**config.mk**
```make
export PLATFORM = sky130hd
export DESIGN_NAME = adaptive_altitude_thrust_law_top
export DESIGN_NICKNAME = d
export VERILOG_FILES = /design/src/aatl_pkg.sv /design/src/aatl_mul.sv /design/src/aatl_cfg.sv /design/src/adaptive_altitude_thrust_law_top.sv
export SDC_FILE = /design/constraint.sdc
export NUM_CORES = 2
export LEC_CHECK = 0
export BUFFER_PORTS_ARGS = -buffer_cell sky130_fd_sc_hd__buf_2
export CAP_MARGIN = 15
export CORE_MARGIN = 5
export CORE_UTILIZATION = 60
export DETAILED_ROUTE_END_ITERATION = 7
export PLACE_DENSITY = 0.77
export SYNTH_ARGS = -nofsm -noshare
export SYNTH_HDL_FRONTEND = slang
export SYNTH_SLANG_ARGS = --single-unit
```
**constraint.sdc**
```tcl
create_clock -name clk_i -period 26.1 [get_ports clk_i]
set_input_delay 3.915 -clock clk_i [delete_from_list [all_inputs] [get_ports clk_i]]
set_output_delay 3.915 -clock clk_i [all_outputs]
set_load 0.03 [all_outputs]
```
**src/aatl_pkg.sv**
```systemverilog
// Package for the adaptive altitude thrust law: config types, reset values,
// register index codes and the 32-bit saturation helper.
// No dependencies.
`default_nettype none

package aatl_pkg;

  // Configuration register indexes, in port order
  typedef enum logic [2:0] {
    CfgGainA1     = 3'd0,
    CfgGainA2     = 3'd1,
    CfgGainA3     = 3'd2,
    CfgAdaptRate  = 3'd3,
    CfgGravity    = 3'd4,
    CfgMassInit   = 3'd5,
    CfgMassMin    = 3'd6,
    CfgMassMax    = 3'd7
  } cfg_idx_e;

  localparam int unsigned CfgIdxW  = 3;
  localparam int unsigned CfgDataW = 31;

  // All registers are unsigned Q15.16 held in 31 bits
  typedef struct packed {
    logic [CfgDataW-1:0] gain_a1;
    logic [CfgDataW-1:0] gain_a2;
    logic [CfgDataW-1:0] gain_a3;
    logic [CfgDataW-1:0] adapt_rate;
    logic [CfgDataW-1:0] gravity;
    logic [CfgDataW-1:0] mass_initial;
    logic [CfgDataW-1:0] mass_min;
    logic [CfgDataW-1:0] mass_max;
  } cfg_t;

  // Reset values
  localparam logic [CfgDataW-1:0] GainA1Rst    = 31'd65536;
  localparam logic [CfgDataW-1:0] GainA2Rst    = 31'd65536;
  localparam logic [CfgDataW-1:0] GainA3Rst    = 31'd65536;
  localparam logic [CfgDataW-1:0] AdaptRateRst = 31'd66;
  localparam logic [CfgDataW-1:0] GravityRst   = 31'd64290816;
  localparam logic [CfgDataW-1:0] MassInitRst  = 31'd1900544;
  localparam logic [CfgDataW-1:0] MassMinRst   = 31'd1310720;
  localparam logic [CfgDataW-1:0] MassMaxRst   = 31'd2621440;

  // Thrust limit in whole units and as Q16.16
  localparam int unsigned ThrustLimit = 34220;
  localparam logic [31:0] ThrustMax   = 32'(ThrustLimit) << 16;

  // Shared multiplier: 33-bit signed operands, floor(a*b / 2^16) result
  localparam int unsigned MulOpW = 33;
  localparam int unsigned ProdW  = 48;

  // Clamp a signed value to the signed 32-bit range
  function automatic logic signed [31:0] sat32(input logic signed [48:0] v);
    logic signed [31:0] r;
    if (v[48:31] == {18{v[31]}}) begin
      r = v[31:0];
    end else if (v[48]) begin
      r = 32'sh8000_0000;
    end else begin
      r = 32'sh7FFF_FFFF;
    end
    return r;
  endfunction

endpackage

`default_nettype wire

```
**src/aatl_mul.sv**
```systemverilog
// Shared signed multiplier with registered Q16.16 floor result.
// Depends on aatl_pkg.
`default_nettype none

module aatl_mul
  import aatl_pkg::*;
(
  input  wire logic                     clk_i,
  input  wire logic signed [MulOpW-1:0] op_a_i,
  input  wire logic signed [MulOpW-1:0] op_b_i,
  output logic signed [ProdW-1:0]       prod_o
);

  logic signed [2*MulOpW-1:0] full;

  // Operands stay within 32 signed bits, so the product fits in 64 bits;
  // dropping the low 16 bits of a two's complement value rounds to floor.
  assign full = op_a_i * op_b_i;

  always_ff @(posedge clk_i) begin
    prod_o <= full[63:16];
  end

endmodule

`default_nettype wire

```
**src/aatl_cfg.sv**
```systemverilog
// Configuration register file of the altitude thrust law.
// Depends on aatl_pkg.
`default_nettype none

module aatl_cfg
  import aatl_pkg::*;
(
  input  wire logic                clk_i,
  input  wire logic                rst_ni,
  input  wire logic                wr_en_i,
  input  wire logic [CfgIdxW-1:0]  wr_idx_i,
  input  wire logic [CfgDataW-1:0] wr_data_i,
  output cfg_t                     cfg_o
);

  cfg_t cfg_q, cfg_d;

  // Decode the register write
  always_comb begin
    cfg_d = cfg_q;
    if (wr_en_i) begin
      unique case (cfg_idx_e'(wr_idx_i))
        CfgGainA1:    cfg_d.gain_a1      = wr_data_i;
        CfgGainA2:    cfg_d.gain_a2      = wr_data_i;
        CfgGainA3:    cfg_d.gain_a3      = wr_data_i;
        CfgAdaptRate: cfg_d.adapt_rate   = wr_data_i;
        CfgGravity:   cfg_d.gravity      = wr_data_i;
        CfgMassInit:  cfg_d.mass_initial = wr_data_i;
        CfgMassMin:   cfg_d.mass_min     = wr_data_i;
        CfgMassMax:   cfg_d.mass_max     = wr_data_i;
        default:      cfg_d = cfg_q;
      endcase
    end
  end

  always_ff @(posedge clk_i or negedge rst_ni) begin
    if (!rst_ni) begin
      cfg_q.gain_a1      <= GainA1Rst;
      cfg_q.gain_a2      <= GainA2Rst;
      cfg_q.gain_a3      <= GainA3Rst;
      cfg_q.adapt_rate   <= AdaptRateRst;
      cfg_q.gravity      <= GravityRst;
      cfg_q.mass_initial <= MassInitRst;
      cfg_q.mass_min     <= MassMinRst;
      cfg_q.mass_max     <= MassMaxRst;
    end else begin
      cfg_q <= cfg_d;
    end
  end

  assign cfg_o = cfg_q;

endmodule

`default_nettype wire

```
**src/adaptive_altitude_thrust_law_top.sv**
```systemverilog
// Top level of the adaptive altitude thrust law: stream ports, sequencer and
// datapath around one shared multiplier. Depends on aatl_pkg, aatl_mul, aatl_cfg.
// Timing: after an input item is accepted the sequencer steps from StX2d through StUpd,
//   and the result item is loaded into the output registers in StUpd. A new item is taken
//   only in idle; eight products go through the one registered multiplier. A stalled result
//   holds the update step. Reset: async, active low; control and config registers at reset values.
`default_nettype none

module adaptive_altitude_thrust_law_top
  import aatl_pkg::*;
(
  input  wire logic                clk_i,
  input  wire logic                rst_ni,
  // input items
  input  wire logic                s_axis_tvalid,
  output logic                     s_axis_tready,
  // measured_position, measured_velocity, ref_position, ref_velocity,
  // ref_acceleration (32 bits each, lowest first)
  input  wire logic [159:0]        s_axis_tdata,
  // restart_estimate
  input  wire logic                s_axis_tuser,
  // result items
  output logic                     m_axis_tvalid,
  input  wire logic                m_axis_tready,
  // thrust_out [31:0], mass_estimate_out [62:32], zero pad [63]
  output logic [63:0]              m_axis_tdata,
  // thrust_saturated
  output logic                     m_axis_tuser,
  // configuration writes
  input  wire logic                cfg_valid_i,
  output logic                     cfg_ready_o,
  input  wire logic [CfgIdxW-1:0]  cfg_index_i,
  input  wire logic [CfgDataW-1:0] cfg_data_i
);

  // Sequencer states
  localparam logic [3:0] StIdle  = 4'd0;
  localparam logic [3:0] StX2d   = 4'd1;
  localparam logic [3:0] StX2dd  = 4'd2;
  localparam logic [3:0] StE2    = 4'd3;
  localparam logic [3:0] StT1    = 4'd4;
  localparam logic [3:0] StT2    = 4'd5;
  localparam logic [3:0] StT3    = 4'd6;
  localparam logic [3:0] StT4    = 4'd7;
  localparam logic [3:0] StP     = 4'd8;
  localparam logic [3:0] StPe2   = 4'd9;
  localparam logic [3:0] StUpd   = 4'd10;

  logic [3:0] state_q, state_d;

  cfg_t cfg;

  logic signed [MulOpW-1:0] op_a, op_b;
  logic signed [ProdW-1:0]  prod;

  // Payload registers
  logic signed [31:0] vel_q, rvel_q, racc_q;
  logic signed [31:0] e1_q, de1_q, x2d_q, e2_q, x2dd_q, y_q, p_q;
  logic signed [49:0] acc_q;
  logic [31:0]        thr_q;
  logic               sat_q;
  logic [31:0]        out_thr_q;
  logic               out_sat_q;
  logic [30:0]        out_mass_q;

  // Control and state
  logic [30:0]        mass_q;
  logic               out_valid_q;

  logic               in_acc;
  logic               out_load;
  logic signed [48:0] prod_ext;
  logic signed [48:0] m_new;
  logic [30:0]        m_clamp;

  logic signed [31:0] pos_in, vel_in, rpos_in, rvel_in, racc_in;

  assign pos_in  = s_axis_tdata[31:0];
  assign vel_in  = s_axis_tdata[63:32];
  assign rpos_in = s_axis_tdata[95:64];
  assign rvel_in = s_axis_tdata[127:96];
  assign racc_in = s_axis_tdata[159:128];

  assign s_axis_tready = (state_q == StIdle);
  assign in_acc        = s_axis_tvalid && s_axis_tready;
  assign cfg_ready_o   = 1'b1;

  aatl_cfg u_cfg (
    .clk_i     (clk_i),
    .rst_ni    (rst_ni),
    .wr_en_i   (cfg_valid_i),
    .wr_idx_i  (cfg_index_i),
    .wr_data_i (cfg_data_i),
    .cfg_o     (cfg)
  );

  aatl_mul u_mul (
    .clk_i  (clk_i),
    .op_a_i (op_a),
    .op_b_i (op_b),
    .prod_o (prod)
  );

  // Multiplier operand select per step; p*e2 stays applied while the update waits
  always_comb begin
    op_a = '0;
    op_b = '0;
    unique case (state_q)
      StX2d: begin
        op_a = $signed({2'b00, cfg.gain_a2});
        op_b = {e1_q[31], e1_q};
      end
      StX2dd: begin
        op_a = $signed({2'b00, cfg.gain_a2});
        op_b = {de1_q[31], de1_q};
      end
      StE2: begin
        op_a = $signed({2'b00, cfg.gain_a1});
        op_b = {e1_q[31], e1_q};
      end
      StT1: begin
        op_a = $signed({2'b00, mass_q});
        op_b = {x2dd_q[31], x2dd_q};
      end
      StT2: begin
        op_a = $signed({2'b00, mass_q});
        op_b = $signed({2'b00, cfg.gravity});
      end
      StT3: begin
        op_a = $signed({2'b00, cfg.gain_a3});
        op_b = {e2_q[31], e2_q};
      end
      StT4: begin
        op_a = $signed({2'b00, cfg.adapt_rate});
        op_b = {y_q[31], y_q};
      end
      StPe2, StUpd: begin
        op_a = {p_q[31], p_q};
        op_b = {e2_q[31], e2_q};
      end
      default: begin
        op_a = '0;
        op_b = '0;
      end
    endcase
  end

  assign prod_ext = {prod[ProdW-1], prod};

  // Mass update and clamp, lower limit tested first
  assign m_new = $signed({18'd0, mass_q}) + prod_ext;
  always_comb begin
    if (m_new < $signed({18'd0, cfg.mass_min})) begin
      m_clamp = cfg.mass_min;
    end else if (m_new > $signed({18'd0, cfg.mass_max})) begin
      m_clamp = cfg.mass_max;
    end else begin
      m_clamp = m_new[30:0];
    end
  end

  assign out_load = (state_q == StUpd) && (!out_valid_q || m_axis_tready);

  // Sequencer
  always_comb begin
    state_d = state_q;
    unique case (state_q)
      StIdle:  if (in_acc) state_d = StX2d;
      StX2d:   state_d = StX2dd;
      StX2dd:  state_d = StE2;
      StE2:    state_d = StT1;
      StT1:    state_d = StT2;
      StT2:    state_d = StT3;
      StT3:    state_d = StT4;
      StT4:    state_d = StP;
      StP:     state_d = StPe2;
      StPe2:   state_d = StUpd;
      StUpd:   if (out_load) state_d = StIdle;
      default: state_d = StIdle;
    endcase
  end

  // Control state: sequencer, mass estimate, output valid
  always_ff @(posedge clk_i or negedge rst_ni) begin
    if (!rst_ni) begin
      state_q     <= StIdle;
      mass_q      <= MassInitRst;
      out_valid_q <= 1'b0;
    end else begin
      state_q <= state_d;
      if (in_acc && s_axis_tuser) begin
        mass_q <= cfg.mass_initial;
      end else if (out_load) begin
        mass_q <= m_clamp;
      end
      if (out_load) begin
        out_valid_q <= 1'b1;
      end else if (m_axis_tready) begin
        out_valid_q <= 1'b0;
      end
    end
  end

  // Datapath registers
  always_ff @(posedge clk_i) begin
    if (in_acc) begin
      vel_q  <= vel_in;
      rvel_q <= rvel_in;
      racc_q <= racc_in;
      e1_q   <= sat32({{17{rpos_in[31]}}, rpos_in} - {{17{pos_in[31]}}, pos_in});
      de1_q  <= sat32({{17{rvel_in[31]}}, rvel_in} - {{17{vel_in[31]}}, vel_in});
    end
    unique case (state_q)
      StX2dd: begin
        x2d_q <= sat32(prod_ext + {{17{rvel_q[31]}}, rvel_q});
      end
      StE2: begin
        e2_q   <= sat32({{17{x2d_q[31]}}, x2d_q} - {{17{vel_q[31]}}, vel_q});
        x2dd_q <= sat32(prod_ext + {{17{racc_q[31]}}, racc_q});
      end
      StT1: begin
        acc_q <= {prod[ProdW-1], prod[ProdW-1], prod};
        y_q   <= sat32({{17{x2dd_q[31]}}, x2dd_q} + $signed({18'd0, cfg.gravity}));
      end
      StT2, StT3, StT4: begin
        acc_q <= acc_q + {prod[ProdW-1], prod[ProdW-1], prod};
      end
      StP: begin
        p_q <= sat32(prod_ext);
        if (acc_q[49]) begin
          thr_q <= '0;
          sat_q <= 1'b1;
        end else if (acc_q > $signed({18'd0, ThrustMax})) begin
          thr_q <= ThrustMax;
          sat_q <= 1'b1;
        end else begin
          thr_q <= acc_q[31:0];
          sat_q <= 1'b0;
        end
      end
      default: begin
      end
    endcase
    if (out_load) begin
      out_thr_q  <= thr_q;
      out_sat_q  <= sat_q;
      out_mass_q <= m_clamp;
    end
  end

  assign m_axis_tvalid = out_valid_q;
  assign m_axis_tdata  = {1'b0, out_mass_q, out_thr_q};
  assign m_axis_tuser  = out_sat_q;

endmodule

`default_nettype wire

```
# Word-level counts from Yosys, hierarchy flattened
# Cells that the tools add are included.
# Widths: inputs -> output; s select.
dict set report totals {
  register_bits 799
  inputBits 200
  output_inout_bits 68
  word_cells 121
}
dict set report op_classes {
  n_addsub 8
  n_mul 1
  magnitude_cmp 3
  eq_ne 26
  mux 28
  n_reduce_logical 26
}
# operator count
set ops {}
lappend ops {{$mux 32} 15}
lappend ops {{$pmux 33 s6} 2}
lappend ops {{$mux 31} 4}
lappend ops {{$eq 17x17->1} 7}
lappend ops {{$pmux 50 s2} 1}
lappend ops {{$sub 32x32->33} 3}
lappend ops {{$add 48x32->49} 2}
lappend ops {{$mul 33x33->64} 1}
lappend ops {{$add 50x50->50} 1}
lappend ops {{$gt 50x33->1 const B} 1}
lappend ops {{$add 32x48->49} 1}
lappend ops {{$gt 49x32->1} 1}
lappend ops {{$lt 49x32->1} 1}
lappend ops {{$pmux 4 s11} 1}
lappend ops {{$add 32x32->33} 1}
lappend ops {{$reduce_and 2->1} 9}
lappend ops {{$eq 4x3->1 const B} 4}
lappend ops {{$eq 3x3->1 const B} 4}
lappend ops {{$eq 4x4->1 const B} 3}
lappend ops {{$reduce_or 2->1} 5}
lappend ops {{$eq 4x2->1 const B} 2}
lappend ops {{$mux 4} 2}
lappend ops {{$eq 3x2->1 const B} 2}
lappend ops {{$reduce_bool 2->1} 3}
lappend ops {{11 further kinds} 16}

# Depth between registers and ports, before layout
dict set report logic_depth {
  word_depth 6
  ltp_mapped 40
  ltp_nobuf 35
}

# By module
# Synthesis repeated with hierarchy kept, for this count alone.
dict set report hier_totals {
  cells_unflattened 8896
  hier_area_um2 87652.8
}
# mod instances cells_each area_each_um2 seq_area_each_um2
set modules_own_cells {}
lappend modules_own_cells {adaptive_altitude_thrust_law_top 1 4183 39257.7 14929.3}
lappend modules_own_cells {aatl_mul 1 4185 39082.5 960.9}
lappend modules_own_cells {aatl_cfg 1 528 9312.7 6231.0}

# Worst setup path after synthesis
# Ideal clock, no wire load.
dict set report synth_path {
  kind {reg2reg}
  start {register state_q[1]}
  end {register u_mul.prod_o[46]}
  setup_time_ps 72
  arrival_ps 11160
  required_time_ps 26028
  setup_slack_ps 14868
  path_stages_with_launch 36
  n_path_buf 4
  synth_period_minus_slack_ps 11232
  path_cell_list {dfrtp_1 > clkbuf_1 > nand2_1 > nor3_1 > clkbuf_1 > clkbuf_1 > a222oi_1 > o21ai_1 > clkbuf_1 > nand2_1 > fa_1 > inv_1 > fa_1 > inv_1 > fa_1 > inv_1 > fa_1 > fa_1 > fa_1 > fa_1 > inv_1 > fa_1 > inv_1 > ha_1 > a21o_1 > a21oi_1 > nand2_1 > nor4_1 > o21a_1 > a31oi_1 > a221o_1 > a21oi_1 > a21oi_1 > a21o_1 > a21oi_1 > xnor2_1}
}
dict set report synth_via {
  elab_chain_len 4
  elab_cells_between_ends 17
  cone_classes {mul: 1; eq/ne: 9; mux: 2; reduce/logical: 5}
}
# item line
set synth_rtl {}
lappend synth_rtl {{from (decl)} adaptive_altitude_thrust_law_top.sv:49} ;# logic [3:0] state_q, state_d;
lappend synth_rtl {{from (signal assigned)} adaptive_altitude_thrust_law_top.sv:186} ;# state_q <= StIdle;
lappend synth_rtl {{from (signal assigned)} adaptive_altitude_thrust_law_top.sv:190} ;# state_q <= state_d;
lappend synth_rtl {{$eq 4x4->1, or another cell as far along} adaptive_altitude_thrust_law_top.sv:108} ;# unique case (state_q)
lappend synth_rtl {{$reduce_or 3->1 (no line) / $reduce_or 2->1 (equally long branches)} --}
lappend synth_rtl {{$pmux 33 s6} adaptive_altitude_thrust_law_top.sv:108}
lappend synth_rtl {{$mul 33x33->64 (*)} aatl_mul.sv:18} ;# assign full = op_a_i * op_b_i;
lappend synth_rtl {{named net u_mul.full[62]} aatl_mul.sv:14} ;# logic signed [2*MulOpW-1:0] full;
lappend synth_rtl {{to (signal assigned)} aatl_mul.sv:21} ;# prod_o <= full[63:16];
lappend synth_rtl {{to (decl)} aatl_mul.sv:11} ;# output logic signed [ProdW-1:0] prod_o
# Mark *: on every way through the listed nets, which the timed path passes. The rest lies on a longest branch.
# A chain may end at the register's enable or synchronous reset.

# Final worst setup path
dict set report layout_path {
  start {register state_q[3]}
  end {register u_mul.prod_o[46]}
}
# The elaborated chain is that of the path after synthesis.

==> results.cfg <==
[clock_tree]
cts_buffer_depth = 3
worstSkewPairLatency_ps = 720
numCtsBuffers = 87
htreeDepth = 3
cts_tree = done
cts_resized = 0
root_buffer = clkbuf_16
post_cts_buffers = 0
cts_hold_buf = 0
numClockSinks = 799
clkTransAtPathRegs_ps = 60

[die]
dieArea_um2 = 148400
die_x_um = 385.2
die_y_um = 385.2
coreArea_um2 = 139700
io_pins = 268
placementRows = 137
initial_utilization = 0.6047

[global_route]
grt_usage = 0.3684
grt_pass1_wl_mm = 411.2
met3_usage = 0.09501
busiest_layer = met2
grt-ovfl-total = 0
grt_pass1_vias = 67530
met1_usage = 0.4931
grt_max_degree = 127
grt_antenna_before_repair = 27
use_met2 = 0.5543

[hold_path]
min_path_type = reg2reg

[logic_synthesis]
synth_area_leaders = fa_1 26%, edfxtp_1 17%, ha_1 8.5%
yosysMostFrequentCell = inv_1
yosys.area.top_type_share = 0.2635
ys.flop_type = edfxtp_1
yosysSeqAreaShare = 0.2619
synth_top_cells_by_count = 1434 x inv_1, 1112 x fa_1, 936 x nand2_1
ys_ff_latch = 799
synth_largest_area_cell = fa_1
synth.avg_cell_area_um2 = 9.776
yosys_warnings = 0
synth_fp_nets = 10530
ys_async_sr_fraction = 0.3554
syn_area_um2 = 84480
synth-edff-count = 467
postSynthCellCount = 8641
synth_cell_types = 90

[timing]
clock.fmax_mhz = 87.17
rsz0062_at_grt = false
relSlewSlack = 0.1732
worst_pin_slew_ps = 1236
drv_slew = 0
skew_ps = 42.62
finalCritPeriodShare = 0.4396
hold_viol = 0
layout_min_cycle_time_ps = 11470
setup_viol = 0
tns_ps = 0
holdWs_ps = 418.6

[placed_design]
placed_area_um2 = 88260
io_buffer_count = 265
dp_hpwl_mm = 210.4
routabilityCongestion = 1.008

[critical_path]
crit_type = reg2reg
crit_start = state_q[3]$_DFFE_PN0P_
reg2reg_to = u_mul.prod_o[46]$_DFF_P_
slowest_delay_ps = 790
path_depth = 35
endpoint_kind = flip-flop
critPathRequiredTime_ps = 26740
crit_end = u_mul.prod_o[46]$_DFF_P_
r2r_start = state_q[3]$_DFFE_PN0P_
crit_buf_inv = 8
cp.arrival_ps = 12110
slowest_stage = dfrtp_1
crit_family = adder cells
cp_common_cell = fa_1
start_kind = flip-flop
reg2reg_depth = 35
path_max_fanout = 62
reg2reg_slack_ps = 14630

[drt]
vias = 66600
wl_mm = 270.7
via_per_inst = 6.184
post_drt_wl_per_cell_um = 25.13
drtIter0Drc = 7860
drt_pass1_iterations = 8
route.detailed.drc = 7
route.antenna.remaining_nets = 0

[run]
maxCapViolations = 0

[run_status]
violations = design-rule violations
status = finished, violations left

[finish]
layout-drive-gt1-share = 0.1057
area_growth_pct = 8.158
fin_nets = 10690
stdcell_area_um2 = 91370
cells in the final DEF, fill, tap and decap left out, drive strengths merged, types with 53 or more instances in the layout:
cell type  netlist  routed
a21o           192     192
a21oi          349     349
a22oi           86      86
a31oi           55      55
and2            94      94
buf             37     430
clkbuf         318     103
dfrtp          260     260
edfxtp         467     467
fa            1112    1112
ha             572     572
inv           1438    1444
mux2           258     258
mux2i          100     100
nand2          936     936
nand2b          75      75
nand3          115     115
nand4           65      65
nor2           633     633
nor2b           53      53
nor3            59      59
o21a            79      79
o21ai          335     335
xnor2          192     192
xor2           118     118
cell type report:
cell class / instances / area, um^2
well taps: 1876 / 2347
multi-input cells: 6046 / 55810
fillers: 11050 / 48330
diodes: 18 / 45.04
flip-flops and latches: 799 / 22120
clock buffers: 103 / 2298
repair buffers: 430 / 2575
clock inverters: 58 / 765.7
inverters: 1441 / 5409
layer usage:
metal / part of all wire / routed length, um / up-vias
met2: 0.44 / 118200 / 4102
met4: 0.067 / 18210 / 6
met3: 0.12 / 33740 / 820
met5: 0.00014 / 38 / -
met1: 0.37 / 100400 / 32880
li1: - / - / 28800
worst min path at each step:
stage / startpoint / end / slack [ps] / cells past startpoint
final: thr_q[5]$_SDFFCE_PP0P_ / out_thr_q[5]$_DFFE_PP_ / 420 / 0
after global routing: thr_q[17]$_SDFFCE_PP0P_ / out_thr_q[17]$_DFFE_PP_ / 430 / 0
after CTS: thr_q[3]$_SDFFCE_PP0P_ / out_thr_q[3]$_DFFE_PP_ / 410 / 0
after detailed placement: thr_q[5]$_SDFFCE_PP0P_ / out_thr_q[5]$_DFFE_PP_ / 400 / 0
after global placement: thr_q[23]$_SDFFCE_PP0P_ / out_thr_q[23]$_DFFE_PP_ / 400 / 0
after floorplan: sat_q$_SDFFCE_PP1P_ / m_axis_tuser$_DFFE_PP_ / 400 / 0
cell families (layout without fill, tap and decap cells):
| family | after synthesis | in the layout | synth area share |
|---|---|---|---|
| other cells | 2 | 20 | 0.00008890 |
| flops | 799 | 799 | 0.2619 |
| simple gates | 2222 | 2222 | 0.1173 |
| xor+xnor | 310 | 310 | 0.03214 |
| buf+inv | 1796 | 2032 | 0.08022 |
| mux | 358 | 358 | 0.04624 |
| fa+ha+maj | 1701 | 1701 | 0.3503 |
| compound gates | 1453 | 1453 | 0.1119 |
state kept, by name, indices dropped and copies added (netlist names), 4 cells and up:
register      cells
acc_q            50
de1_q            32
e1_q             32
e2_q             32
mass_q           31
out_mass_q       31
out_thr_q        32
p_q              32
racc_q           32
rvel_q           32
state_q           4
thr_q            32
u_cfg.cfg_o     248
u_mul.prod_o     48
vel_q            32
x2d_q            32
x2dd_q           32
y_q              32
per-stage QoR:
stage	util	instances	setup WS, ps
6_report	0.6540	10770	14630
5_1_grt	0.6538	10760	13990
4_1_cts	0.6537	10750	14770
3_5_place_dp	0.6318	10590	14900
3_3_place_gp	0.6318	10590	15090
2_1_floorplan	-	8641	14870
Power is not shown: default switching activity piles up to over one toggle a cycle in this logic, so the estimate is an artifact.
